`config.mk`:
```
export PLATFORM = sky130hd
export DESIGN_NAME = utf8_identity_validator_core
export DESIGN_NICKNAME = d
export VERILOG_FILES = /design/src/utf8iv_pkg.sv /design/src/utf8iv_in_reg.sv /design/src/utf8iv_check.sv /design/src/utf8_identity_validator_core.sv
export VERILOG_INCLUDE_DIRS = /design/src /design/src/src
export SDC_FILE = /design/constraint.sdc
export NUM_CORES = 1
export LEC_CHECK = 0
export ABC_CLOCK_PERIOD_IN_PS = 4400
export BUFFER_PORTS_ARGS = -buffer_cell sky130_fd_sc_hd__buf_4
export CORE_MARGIN = 4
export CORE_UTILIZATION = 45
export CTS_BUF_LIST = sky130_fd_sc_hd__clkbuf_16
export CTS_CLUSTER_DIAMETER = 50
export CTS_CLUSTER_SIZE = 10
export DETAILED_ROUTE_END_ITERATION = 16
export PLACE_DENSITY = 0.63
export SLEW_MARGIN = 10
export SYNTH_ARGS = -nofsm -noshare
export SYNTH_HDL_FRONTEND = slang
export SYNTH_HIERARCHICAL = 1
export SYNTH_SLANG_ARGS = --single-unit
export TNS_END_PERCENT = 1
```
`constraint.sdc`:
```
create_clock -name clk -period 4.4 [get_ports clk]
set_clock_uncertainty 0.1 [all_clocks]
set_input_delay 0.66 -clock clk [delete_from_list [all_inputs] [get_ports clk]]
set_output_delay 0.66 -clock clk [all_outputs]
set_load 0.1 [all_outputs]
```
`src/utf8_identity_validator_core_defines.svh`:
```
// Assertion macros shared by the validator RTL.
`ifndef UTF8_IDENTITY_VALIDATOR_CORE_DEFINES_SVH
`define UTF8_IDENTITY_VALIDATOR_CORE_DEFINES_SVH

// cons must hold at every edge out of reset at which ante holds
`define UIV_IMPLIES(label, ante, cons) \
  label: assert property (@(posedge clk) disable iff (!rst_n) (ante) |-> (cons)) \
    else $error("utf8 validator: check failed");

// cons must hold in the cycle after ante
`define UIV_NEXT(label, ante, cons) \
  label: assert property (@(posedge clk) disable iff (!rst_n) (ante) |=> (cons)) \
    else $error("utf8 validator: check failed");

`endif

```
`src/utf8iv_pkg.sv`:
```
`default_nettype none

package utf8iv_pkg;

  localparam int MAX_LEN_W  = 13;
  localparam int BYTE_LEN_W = 13;

  localparam logic [MAX_LEN_W-1:0] MAX_LEN_RST = 13'd256;

  typedef enum logic [2:0] {
    FLT_OK,
    FLT_EMPTY,
    FLT_TOO_LONG,
    FLT_BAD_LEAD,
    FLT_TRUNCATED,
    FLT_BAD_SECOND,
    FLT_BAD_CONT,
    FLT_CONTROL
  } fault_t;

  typedef struct packed {
    logic [7:0] data_byte;
    logic       has_byte;
    logic       last;
  } item_t;

  typedef struct packed {
    logic                  valid_res;
    fault_t                fault;
    logic [BYTE_LEN_W-1:0] byte_length;
  } verdict_t;

endpackage

`default_nettype wire

```
`src/utf8iv_in_reg.sv`:
```
`default_nettype none

module utf8iv_in_reg
  import utf8iv_pkg::*;
(
  input  wire   clk,
  input  wire   rst_n,
  input  wire   in_tvalid,
  output logic  in_tready,
  input  item_t in_item,
  input  wire   advance,
  output logic  stage_valid,
  output item_t stage_item
);

  logic  valid_r;
  logic  valid_nxt;
  item_t item_r;
  logic  load;

  assign in_tready = !valid_r || advance;
  assign load      = in_tvalid && in_tready;

  always_comb begin
    valid_nxt = valid_r;
    if (load) begin
      valid_nxt = 1'b1;
    end else if (advance) begin
      valid_nxt = 1'b0;
    end
  end

  always_ff @(posedge clk) begin
    if (!rst_n) begin
      valid_r <= 1'b0;
    end else begin
      valid_r <= valid_nxt;
    end
  end

  always_ff @(posedge clk) begin
    if (load) begin
      item_r <= in_item;
    end
  end

  assign stage_valid = valid_r;
  assign stage_item  = item_r;

endmodule

`default_nettype wire

```
`src/utf8iv_check.sv`:
```
`default_nettype none

`include "utf8_identity_validator_core_defines.svh"

module utf8iv_check
  import utf8iv_pkg::*;
#(
  parameter int COUNT_LIMIT = 4096
) (
  input  wire                  clk,
  input  wire                  rst_n,
  input  wire                  step,
  input  item_t                item,
  input  wire  [MAX_LEN_W-1:0] max_length,
  output verdict_t             verdict
);

  localparam int CNT_W = $clog2(COUNT_LIMIT + 2);
  localparam int CMP_W = (CNT_W > BYTE_LEN_W) ? CNT_W : BYTE_LEN_W;

  localparam logic [7:0] ASCII_HI = 8'h7f;
  localparam logic [7:0] LEAD2_LO = 8'hc2;
  localparam logic [7:0] LEAD2_HI = 8'hdf;
  localparam logic [7:0] LEAD3_LO = 8'he0;
  localparam logic [7:0] LEAD3_HI = 8'hef;
  localparam logic [7:0] LEAD4_LO = 8'hf0;
  localparam logic [7:0] LEAD4_HI = 8'hf4;
  localparam logic [7:0] LEAD_SURR = 8'hed;
  localparam logic [7:0] E0_MIN   = 8'ha0;
  localparam logic [7:0] ED_LIM   = 8'ha0;
  localparam logic [7:0] F0_MIN   = 8'h90;
  localparam logic [7:0] F4_MAX   = 8'h8f;

  logic [1:0]       pend_r, pend_nxt;
  logic [7:0]       lead_r, lead_nxt;
  logic [1:0]       pos_r, pos_nxt;
  logic [20:0]      acc_r, acc_nxt;
  logic [CNT_W-1:0] cnt_r, cnt_nxt;
  fault_t           ff_r, ff_nxt;

  logic [7:0]       b;
  logic             range_bad;
  logic [CMP_W-1:0] cnt_ext, ml_ext, cl_ext, lim_ext;
  fault_t           fault;

  function automatic logic is_control(input logic [20:0] cp);
    return (cp < 21'h20) || (cp >= 21'h7f && cp <= 21'h9f);
  endfunction

  assign b = item.data_byte;

  assign range_bad = (pos_r == 2'd0) &&
                     ((lead_r == LEAD3_LO  && b < E0_MIN) ||
                      (lead_r == LEAD_SURR && b >= ED_LIM) ||
                      (lead_r == LEAD4_LO  && b < F0_MIN) ||
                      (lead_r == LEAD4_HI  && b > F4_MAX));

  always_comb begin
    pend_nxt = pend_r;
    lead_nxt = lead_r;
    pos_nxt  = pos_r;
    acc_nxt  = acc_r;
    cnt_nxt  = cnt_r;
    ff_nxt   = ff_r;
    if (item.has_byte && cnt_r <= CNT_W'(COUNT_LIMIT)) begin
      cnt_nxt = cnt_r + 1'b1;
    end
    if (item.has_byte && ff_r == FLT_OK) begin
      if (pend_r == 2'd0) begin
        lead_nxt = b;
        pos_nxt  = 2'd0;
        unique case (b) inside
          [8'h00:ASCII_HI]: begin
            acc_nxt = {13'd0, b};
            if (is_control(acc_nxt)) begin
              ff_nxt = FLT_CONTROL;
            end
          end
          [LEAD2_LO:LEAD2_HI]: begin
            pend_nxt = 2'd1;
            acc_nxt  = {16'd0, b[4:0]};
          end
          [LEAD3_LO:LEAD3_HI]: begin
            pend_nxt = 2'd2;
            acc_nxt  = {17'd0, b[3:0]};
          end
          [LEAD4_LO:LEAD4_HI]: begin
            pend_nxt = 2'd3;
            acc_nxt  = {18'd0, b[2:0]};
          end
          default: begin
            ff_nxt = FLT_BAD_LEAD;
          end
        endcase
      end else if (range_bad) begin
        ff_nxt = FLT_BAD_SECOND;
      end else if (b[7:6] != 2'b10) begin
        ff_nxt = FLT_BAD_CONT;
      end else begin
        acc_nxt  = {acc_r[14:0], b[5:0]};
        pos_nxt  = pos_r + 2'd1;
        pend_nxt = pend_r - 2'd1;
        if (pend_nxt == 2'd0 && is_control(acc_nxt)) begin
          ff_nxt = FLT_CONTROL;
        end
      end
    end
  end

  assign cnt_ext = CMP_W'(cnt_nxt);
  assign ml_ext  = CMP_W'(max_length);
  assign cl_ext  = CMP_W'(COUNT_LIMIT);
  assign lim_ext = (ml_ext > cl_ext) ? cl_ext : ml_ext;

  always_comb begin
    if (cnt_ext == '0) begin
      fault = FLT_EMPTY;
    end else if (cnt_ext > lim_ext) begin
      fault = FLT_TOO_LONG;
    end else if (ff_nxt != FLT_OK) begin
      fault = ff_nxt;
    end else if (pend_nxt != 2'd0) begin
      fault = FLT_TRUNCATED;
    end else begin
      fault = FLT_OK;
    end
  end

  assign verdict.valid_res   = (fault == FLT_OK);
  assign verdict.fault       = fault;
  assign verdict.byte_length = cnt_ext[BYTE_LEN_W-1:0];

  always_ff @(posedge clk) begin
    if (!rst_n) begin
      pend_r <= 2'd0;
      lead_r <= 8'd0;
      pos_r  <= 2'd0;
      acc_r  <= 21'd0;
      cnt_r  <= '0;
      ff_r   <= FLT_OK;
    end else if (step) begin
      if (item.last) begin
        pend_r <= 2'd0;
        lead_r <= 8'd0;
        pos_r  <= 2'd0;
        acc_r  <= 21'd0;
        cnt_r  <= '0;
        ff_r   <= FLT_OK;
      end else begin
        pend_r <= pend_nxt;
        lead_r <= lead_nxt;
        pos_r  <= pos_nxt;
        acc_r  <= acc_nxt;
        cnt_r  <= cnt_nxt;
        ff_r   <= ff_nxt;
      end
    end
  end

  `UIV_NEXT(a_clear_after_last, step && item.last, cnt_r == '0 && pend_r == 2'd0 && ff_r == FLT_OK)
  `UIV_IMPLIES(a_seq_bound, pend_r != 2'd0, ({1'b0, pos_r} + {1'b0, pend_r}) <= 3'd3)
  `UIV_IMPLIES(a_cnt_bound, 1'b1, cnt_r <= CNT_W'(COUNT_LIMIT + 1))

endmodule

`default_nettype wire

```
`src/utf8_identity_validator_core.sv`:
```
// Strict UTF-8 string validator. Bytes of a string stream in on the in_ channel, one word
// per cycle while no verdict waits, and a single verdict word leaves on the out_ channel
// when the string's last word has been taken. A word is registered on acceptance and
// decoded against the open sequence state in the next cycle; for the word that carries
// tlast the verdict is loaded into the output register at the edge that steps that word
// out of the input register, which sets out_tvalid. Throughput is one word per cycle
// while no verdict waits, set by the single decode-and-length-compare pass between the
// input register and the output register. While a verdict waits on out_tready, a word
// that carries tlast is held in the input register and in_tready stays low until the
// verdict is taken. max_length (cfg_wdata) resets to 256 and is clipped to COUNT_LIMIT.
`default_nettype none

`include "utf8_identity_validator_core_defines.svh"

module utf8_identity_validator_core
  import utf8iv_pkg::*;
#(
  parameter int COUNT_LIMIT = 4096
) (
  input  wire                  clk,
  input  wire                  rst_n,
  input  wire                  cfg_we,
  input  wire  [MAX_LEN_W-1:0] cfg_wdata,   // max_length
  input  wire                  in_tvalid,
  output logic                 in_tready,
  input  wire  [7:0]           in_tdata,    // data_byte
  input  wire                  in_tuser,    // has_byte
  input  wire                  in_tlast,
  output logic                 out_tvalid,
  input  wire                  out_tready,
  output logic [15:0]          out_tdata,   // fault[2:0], byte_length[15:3]
  output logic                 out_tuser    // valid_res
);

  logic [MAX_LEN_W-1:0] max_length_r;
  item_t                in_item;
  item_t                stage;
  logic                 stage_valid;
  logic                 adv;
  verdict_t             verdict;
  verdict_t             out_r;
  logic                 out_valid_r;
  logic                 out_valid_nxt;
  logic                 load_out;

  always_ff @(posedge clk) begin
    if (!rst_n) begin
      max_length_r <= MAX_LEN_RST;
    end else if (cfg_we) begin
      max_length_r <= cfg_wdata;
    end
  end

  assign in_item.data_byte = in_tdata;
  assign in_item.has_byte  = in_tuser;
  assign in_item.last      = in_tlast;

  assign adv      = stage_valid && (!stage.last || !out_valid_r || out_tready);
  assign load_out = adv && stage.last;

  utf8iv_in_reg u_in_reg (
    .clk         (clk),
    .rst_n       (rst_n),
    .in_tvalid   (in_tvalid),
    .in_tready   (in_tready),
    .in_item     (in_item),
    .advance     (adv),
    .stage_valid (stage_valid),
    .stage_item  (stage)
  );

  utf8iv_check #(
    .COUNT_LIMIT (COUNT_LIMIT)
  ) u_check (
    .clk        (clk),
    .rst_n      (rst_n),
    .step       (adv),
    .item       (stage),
    .max_length (max_length_r),
    .verdict    (verdict)
  );

  always_comb begin
    out_valid_nxt = out_valid_r;
    if (load_out) begin
      out_valid_nxt = 1'b1;
    end else if (out_tready) begin
      out_valid_nxt = 1'b0;
    end
  end

  always_ff @(posedge clk) begin
    if (!rst_n) begin
      out_valid_r <= 1'b0;
    end else begin
      out_valid_r <= out_valid_nxt;
    end
  end

  always_ff @(posedge clk) begin
    if (load_out) begin
      out_r <= verdict;
    end
  end

  assign out_tvalid = out_valid_r;
  assign out_tdata  = {out_r.byte_length, out_r.fault};
  assign out_tuser  = out_r.valid_res;

  `UIV_IMPLIES(a_valid_matches_fault, out_tvalid, out_tuser == (out_r.fault == FLT_OK))
  `UIV_IMPLIES(a_empty_no_bytes, out_tvalid && out_r.fault == FLT_EMPTY, out_r.byte_length == '0)
  `UIV_IMPLIES(a_no_overwrite, out_valid_r && !out_tready && stage_valid && stage.last, !adv)

endmodule

`default_nettype wire
```
### Word level (Yosys, flattened, before mapping)

Cells that the tools add are included.

* bits in registers: 85
* input port bits: 28
* output and inout port bits: 19
* logic and storage cells: 130

* add/sub/neg operators: 3
* magnitude comparators: 21
* eq/ne operators: 8
* muxes and demuxes: 39
* reduce and logical (&&, ||, !) cells: 44

Operators with widths (number)
* two-way mux 15 bit: 5
* one-hot mux 15 bit (4 select lines): 1
* two-way mux 13 bit: 3
* two-way mux 3 bit: 11
* == test 8 bit (second input constant): 4
* >= comparator 8 bit (second input constant): 4
* less-or-equal comparator 8 bit (second input constant): 4
* two-way mux 8 bit: 3
* >= comparator 21 x 7 -> 1 bit (second input constant): 1
* less-or-equal comparator 21 x 8 -> 1 bit (second input constant): 1
* less-than comparator 21 x 6 -> 1 bit (second input constant): 1
* two-way mux 2 bit: 10
* logical AND 1 bit: 17
* less-than comparator 8 bit (second input constant): 2
* adder 13 x 1 -> 13 bit (second input constant): 1
* greater-than comparator 13 bit: 1
* greater-than comparator 13 bit (second input constant): 1
* less-or-equal comparator 13 bit (second input constant): 1
* logical NOT 13 bit: 1
* nonzero test 2 bit: 5
* >= comparator 8 x 1 -> 1 bit (second input constant): 1
* >= comparator 8 x 7 -> 1 bit (second input constant): 1
* greater-than comparator 8 bit (second input constant): 1
* less-or-equal comparator 8 x 7 -> 1 bit (second input constant): 1
* 19 further kinds: 34

### Logic depth before layout (Yosys ltp)

Gate-level depths: netlist of the first run.

* word-level depth: 15
* depth in mapped cells: 16
* depth with buffers taken out: 15

### Modules after synthesis

The synthesis of the first run kept the hierarchy.

By module, submodules not included
* utf8iv_check: times used 1, cells an instance 402, area each 3174.3 um2, seq. area each 860.8 um2
* utf8_identity_validator_core: times used 1, cells an instance 66, area each 1069.8 um2, seq. area each 790.8 um2
* utf8iv_in_reg: times used 1, cells an instance 15, area each 357.8 um2, seq. area each 320.3 um2

### Worst setup path before layout of the first run

OpenSTA, ideal clock, no wires.

* kind: reg2reg
* from: reg u_check.cnt_r[0]
* to: reg out_r (netlist bit out_tuser) (data pin)
* setup time: 0.170 ns
* data arrival time: 2.899 ns
* data required time: 4.130 ns
* path slack: 1.232 ns
* cell stages (with the launch flop): 16
* buffers on the path: 1
* clock period less this slack: 3.168 ns
* cells stage by stage: dfxtp_1 > inv_1 > ha_1 > nor4b_1 > a31oi_1 > nand2b_1 > buf_6 > mux2_2 > ha_1 > nor2b_1 > o21a_1 > o21a_1 > o21bai_1 > a31oi_1 > o32a_1 > nor4_2

RTL lines
* start: declaration: RTL line utf8iv_check.sv:38 `logic [CNT_W-1:0] cnt_r, cnt_nxt;`
* start signal: assignment: RTL line utf8iv_check.sv:154 `cnt_r <= cnt_nxt;`
* end signal: assignment: RTL line utf8_identity_validator_core.sv:102 `out_r <= verdict;`
* end: declaration: RTL line utf8_identity_validator_core.sv:41 `verdict_t out_r;`

==> out/results.txt, run 1 <==
Max-cap violations = 0
Ys async rst share = 0
Post-route antenna net violation count = 0
Peak VDD IR = 0.000172 V
Synth warn = 6
RR Endpoint = out_tuser
Power after layout = 1760 uW
# IOs = 47
Drt first pass iters = 5
CTS H-tree lvls = 3
CTS root buffer = clkbuf_16
Core ar. = 9860 sq um
Starting Density = 0.467
CP Launch Type = flop
Avg Vias per Cell = 5.57
Setup ws final = 0.763 ns
First-pass GRT wire length = 17100 um
Cell Count, Final, Fillers Out = 647
Commonest non-fill, non-tap cells in the layout = dfxtp_1 (58), buf_4 (49), nand2_1 (45), nor2b_1 (44), edfxtp_1 (27)
Flops & latches, synth = 85
Post-CTS Hold Buffers = 0
Total global routing overflow = 0
RSZ-0062 raised after global routing = no
Final Hold Viols = 0
Synth Cell Area = 4600 sq um
Relative slew slack = 0.467
TritonCTS Buffers = 9
Critical Path RT = 4.46 ns
Largest net degree at the start of global routing = 72
Dpl cells = 631
Post-Syn Nets = 529
Clock sink count = 85
R2R setup slack = 0.76 ns
Post-synth EDFFs = 27
Kind of critical path = reg2reg
Ys flop type = dfxtp_1
Status = finished clean
CTS clock-pin slew for the worst setup and hold paths = 0.06 ns
Dpl ws = 0.838 ns
CTS tree = done
Row cnt = 36
Final setup violation count = 0
R2r startpoint = u_check/cnt_r[0]
Initial DRC Count = 206
Peak Freq = 0.275 GHz
DP Wirelength = 7490 um
Crit. End Element = flop
# Post-CTS Setup Buffers = 0
Sequential fraction of the synthesis area = 0.428
Layout area overhead = 13.2%
Most common cell after layout, fill and taps aside = dfxtp_1
Crit path to = out_tuser
Post-Route Setup TNS = 0 ns
Worst R2R Path Depth = 10
Vias in the first global route = 3370
Vias = 3607
Pwr Density = 338 nW/um^2
Die X = 109 um
Port Buffer Count = 46
Tcrit/Tclk final = 0.826
Critical path startpoint = u_check/cnt_r[0]
Min-delay worst type = reg2reg
Average size of a mapped cell = 9.53 sq um
Worst slew pin tran = 0.779 ns
Post-cts sizing count = 0
DR DRC count = 0
Max Buffers Root-to-Sink = 2
Minimum clock period = 3.64 ns
Synth cell types = 69
Wirelength, routed = 10600 um
Arrival @ worst endpoint = 3.69 ns
Routability cong. = 0.869
Die ar. = 11900 sq um
Crit-path max FO = 6
Clock latency on the worst-skew pair = 0.34 ns
Ratio of cells with drive above 1 in the final layout = 0.160
Hold Startpoint = u_check/acc_r[9]
Leakage = 0.00208 uW
Ant. Diodes = 0
Initial antenna violation count = 0
Number of max-slew violations in the final report = 0
Total track usage = 0.187
Syn Inst Count = 483
Die height = 109 um
Avg WL per Cell = 16.3 um
Final net count = 555
-- power by group --
part / switching, uW / internal, uW
combinational: 151 / 87.7
sequential: 26.7 / 837
clock: 290 / 369
total: 468 / 1290
-- per-stage QoR --
step | hold slack, ns | utilization | instance area, sq um
2_1_floorplan | 0.328 | - | 4600
3_3_place_gp | 0.340 | 0.503 | 4960
3_5_place_dp | 0.350 | 0.503 | 4960
4_1_cts | 0.357 | 0.528 | 5210
5_1_grt | 0.377 | 0.528 | 5210
6_report | 0.358 | 0.528 | 5210
-- worst min path at each step --
stage,end,slack [ns],cells after the start
3_5_place_dp,u_check/acc_r[9],0.35,2
5_1_grt,u_in_reg/stage_item[3],0.38,1
3_3_place_gp,u_check/acc_r[10],0.34,2
2_1_floorplan,u_check/acc_r[10],0.33,2
4_1_cts,u_check/acc_r[9],0.36,2
6_report,u_check/acc_r[9],0.36,2
-- sequential cells by signal (all words and copies together) (netlist names), 2 cells and up --
signal               flops
u_check/pend_r           2
u_check/pos_r            2
u_check/cnt_r           13
u_check/ff_r             3
u_in_reg/stage_item     10
u_check/lead_r           8
out_tdata               16
u_check/acc_r           15
max_length_r            13
-- final cells by class --
cell class                      count  area [sq um]
Clock buffer                        9           225
Clock inverter                      7          27.5
Fill cell                         878          4650
Inverter                           19          71.3
Multi-Input combinational cell    345          2380
Sequential cell                    85          1970
Tap cell                          133           166
Timing Repair Buffer               49           368
-- Yosys cell counts (4+ instances only) --
master / number / area share
a21boi_0: 4 / 0.0065
a21oi_1: 11 / 0.012
a22oi_1: 5 / 0.0082
a31oi_1: 9 / 0.012
and2_1: 5 / 0.0068
and3_1: 5 / 0.0068
buf_2: 8 / 0.0087
buf_6: 4 / 0.0098
clkbuf_1: 20 / 0.016
dfxtp_1: 58 / 0.25
edfxtp_1: 27 / 0.18
ha_1: 18 / 0.049
inv_1: 19 / 0.015
mux2i_1: 19 / 0.041
nand2_1: 45 / 0.037
nand2b_1: 4 / 0.0054
nand3_1: 15 / 0.016
nand4_1: 15 / 0.020
nor2_1: 20 / 0.016
nor2b_1: 44 / 0.060
nor3_1: 9 / 0.0098
nor4_1: 8 / 0.011
o21a_1: 5 / 0.0082
o21ai_0: 24 / 0.026
o21ai_1: 6 / 0.0065
o22ai_1: 5 / 0.0068
xnor2_1: 6 / 0.011
xor2_1: 8 / 0.015
-- critical path, stage by stage, from the launching register on --
cell       delay, ns
dfxtp_1         0.44
ha_1            0.27
nand2_1         0.14
nor3_1          0.52
xor2_1          0.31
ha_1            0.29
and4_1          0.21
a2111oi_0       0.41
a31oi_1         0.17
o32a_1          0.30
nor4_2          0.28
-- layer usage --
| metal | up-vias | routed length, um | share of wire | track usage |
|---|---|---|---|---|
| met5 | - | 0 | 0 | 0 |
| met3 | 9 | 683 | 0.065 | 0.0414 |
| met4 | 0 | 139 | 0.013 | 0.0685 |
| met1 | 1679 | 5200 | 0.49 | 0.276 |
| li1 | 1804 | - | - | - |
| met2 | 115 | 4560 | 0.43 | 0.264 |
-- logic make-up after synthesis --
kind of cell,Yosys count,synth area share
AOI/OAI and AO/OA,99,0.155
muxes,21,0.0462
xor gates and xnor gates,14,0.0266
and+or+nand+nor,193,0.240
adders and majority gates,18,0.0489
DFF,85,0.428
buffers and inverters,53,0.0555
No activity file was read; power rests on OpenSTA's default activity.
==> inputs of run 2 (changes only) <==
Settings changed: ABC_AREA set to 1, ABC_CLOCK_PERIOD_IN_PS 4400 to 3250, PLACE_DENSITY 0.63 to 0.65.
Clock period 4.4 ns to 3.25 ns, I/O delays scaled along.
==> run 2 against run 1 <==
Net effect:
- register-to-register slack lost 0.46 ns
- die area increased by 3.0%
- total power up 49%
- via count grew 16%
- synthesized area is 3.3% higher
- clock power increased by 49%
- sequential cell count unchanged
- critical path depth increased by 9
- combinational power up 89%
- count of clock-buffer cells in the layout increased by 1
- global-route usage decreased by 0.26 points
==> out/results.txt, run 2 <==
Layout area overhead = 15.4%
Avg Vias per Cell = 5.10
Sequential fraction of the synthesis area = 0.415
Worst slew pin tran = 0.720 ns
Flop pwr share = 0.456
Wirelength, routed = 11200 um
CTS clock-pin slew for the worst setup and hold paths = 0.06 ns
Crit. End Element = flop
Arrival @ worst endpoint = 2.95 ns
Peak Freq = 0.339 GHz
Post-synth EDFFs = 27
Leakage = 0.00234 uW
Final net count = 724
Final setup violation count = 0
Most common cell after layout, fill and taps aside = nand2_1
Ys flop type = dfxtp_1
RR Endpoint = out_tdata[1]
Sequential cell area = 1970 sq um
Die ar. = 12300 sq um
Kind of critical path = reg2reg
Clock power frac = 0.372
Status = finished clean
Vias in the first global route = 3891
Routability cong. = 0.881
Total track usage = 0.184
Max-cap violations = 0
Cell Count, Final, Fillers Out = 819
RSZ-0062 raised after global routing = no
Ratio of cells with drive above 1 in the final layout = 0.184
Row cnt = 37
Die X = 111 um
Dpl ws = 0.151 ns
Min-delay worst type = in2reg
Synth cell types = 40
Largest net degree at the start of global routing = 37
Tcrit/Tclk final = 0.907
DR DRC count = 0
Post-Route Setup TNS = 0 ns
Critical path startpoint = u_check/cnt_r[0]
Minimum clock period = 2.95 ns
Synth warn = 6
R2R setup slack = 0.30 ns
Most frequent cells after synthesis = nand2_1 (160), nor2_1 (79), inv_1 (67)
Number of max-slew violations in the final report = 0
Ranking of synthesized cells by area = dfxtp_1 (24%), edfxtp_1 (17%), nand2_1 (13%)
Post-route antenna net violation count = 0
Crit path to = out_tdata[1]
Dpl cells = 803
P_int = 1860 uW
DP Wirelength = 8340 um
Peak VDD IR = 0.000274 V
Combinational share of power = 0.171
R2r startpoint = u_check/cnt_r[0]
CTS tree = done
Top cell type's share of synthesized area = 0.244
Post-CTS Hold Buffers = 0
Average size of a mapped cell = 7.49 sq um
Syn Inst Count = 635
CP Launch Type = flop
Post-Syn Nets = 681
Clock latency on the worst-skew pair = 0.34 ns
Worst R2R Path Depth = 19
Avg WL per Cell = 13.7 um
Relative slew slack = 0.519
Vias = 4175
Multi-input gate area in the final layout = 2370 sq um
Starting Density = 0.460
Hold depth = 1
Sw Share = 0.294
Crit-path max FO = 12
TritonCTS Buffers = 9
CTS H-tree lvls = 3
FILL cells = 985
Flops & latches, synth = 85
Drt first pass iters = 5
Synth Cell Area = 4750 sq um
Core ar. = 10300 sq um
Most frequent cell after synthesis = nand2_1
Max Buffers Root-to-Sink = 2
# IOs = 47
Critical Path RT = 3.25 ns
Clock sink count = 85
Ant. Diodes = 0
Largest register FFs = 16
First-pass GRT wire length = 18600 um
Pwr Density = 480 nW/um^2
Initial antenna violation count = 0
Biggest area consumer among synthesized cells = dfxtp_1
Ys async rst share = 0
Commonest non-fill, non-tap cells in the layout = nand2_1 (160), nor2_1 (79), inv_1 (67), dfxtp_1 (57), buf_4 (52)
Die height = 111 um
Total global routing overflow = 0
NetSw = 774 uW
CTS root buffer = clkbuf_16
Port Buffer Count = 46
Power after layout = 2630 uW
Setup ws final = 0.301 ns
Initial DRC Count = 224
Final Hold Viols = 0
==> run 2: cell types whose count changed after synthesis, sizes merged, moves of 19 or more <==
cell	delta
mux2i	-19
nand2	+129
nor2b	-44
nor2	+66
nand3	+28
a21oi	+44
inv	+57
==> run 2: cell type report <==
class                           instances  share of cell area
Multi-Input combinational cell        452               0.432
Sequential cell                        85               0.360
Timing Repair Buffer                   52              0.0712
Inverter                               78              0.0545
Clock buffer                           10              0.0456
Tap cell                              136              0.0310
Clock inverter                          6             0.00616
==> run 2: routing by layer <==
metal | up-vias | share of wire | track usage
met3 | 16 | 0.047 | 0.0366
met2 | 100 | 0.44 | 0.275
met1 | 1913 | 0.50 | 0.265
met5 | - | 0 | 0
met4 | 0 | 0.017 | 0.0616
li1 | 2146 | - | -
==> run 2: how the worst min path moves through the flow <==
stage | slack [ns] | from | to
after detailed placement | 0.36 | u_check/acc_r[14] | u_check/acc_r[14]
after global placement | 0.35 | u_check/lead_r[6] | u_check/lead_r[6]
after global routing | 0.21 | in_tlast | u_in_reg/stage_item[0]
after CTS | 0.21 | in_tlast | u_in_reg/stage_item[0]
after floorplan | 0.34 | u_check/pos_r[1] | u_check/pos_r[1]
final | 0.22 | in_tlast | u_in_reg/stage_item[0]
==> run 2: metrics by stage <==
| stage | hold WS (ns) | util | area [sq um] |
|---|---|---|---|
| 2_1_floorplan | 0.340 | - | 4750 |
| 3_3_place_gp | 0.349 | 0.502 | 5180 |
| 3_5_place_dp | 0.358 | 0.502 | 5180 |
| 4_1_cts | 0.213 | 0.530 | 5470 |
| 5_1_grt | 0.211 | 0.531 | 5480 |
| 6_report | 0.222 | 0.531 | 5480 |
==> run 2: kinds of logic (layout without fill, tap and decap cells) <==
kind of cell,after synthesis,count (layout),share of synthesized area
compound gates,104,104,0.125
buf+inv,98,146,0.0900
flops,85,85,0.415
fa+ha+maj,18,18,0.0474
xor+xnor,7,7,0.0129
simple gates,323,323,0.310
==> run 2: repair_timing <==
action,4_1_cts,5_1_grt
resized for setup,0,3
buffers inserted,0,0
endpoints found under the setup margin,0,4
==> run 2: power by group through the flow <==
stage / combinational (uW) / sequential [uW] / clock (uW)
floorplan: 275 / 1270 / 0
global placement: 433 / 1220 / 0
detailed placement: 442 / 1220 / 0
finish: 451 / 1200 / 979
CTS: 444 / 1200 / 997
global route: 498 / 1210 / 1040
==> run 2: worst max-delay path, stage by stage (launching register included) <==
cell,delay (ns)
dfxtp_2,0.35
inv_1,0.11
ha_1,0.17
nand2_2,0.06
nor2_2,0.11
nand2_2,0.07
nand2_4,0.12
nand2_4,0.11
clkinv_2,0.11
nand2_1,0.05
nand2_1,0.07
inv_1,0.08
ha_1,0.34
a21oi_1,0.15
o21ai_0,0.12
a21oi_1,0.14
nand2_1,0.11
o31ai_4,0.08
nand3_1,0.10
and2_1,0.16
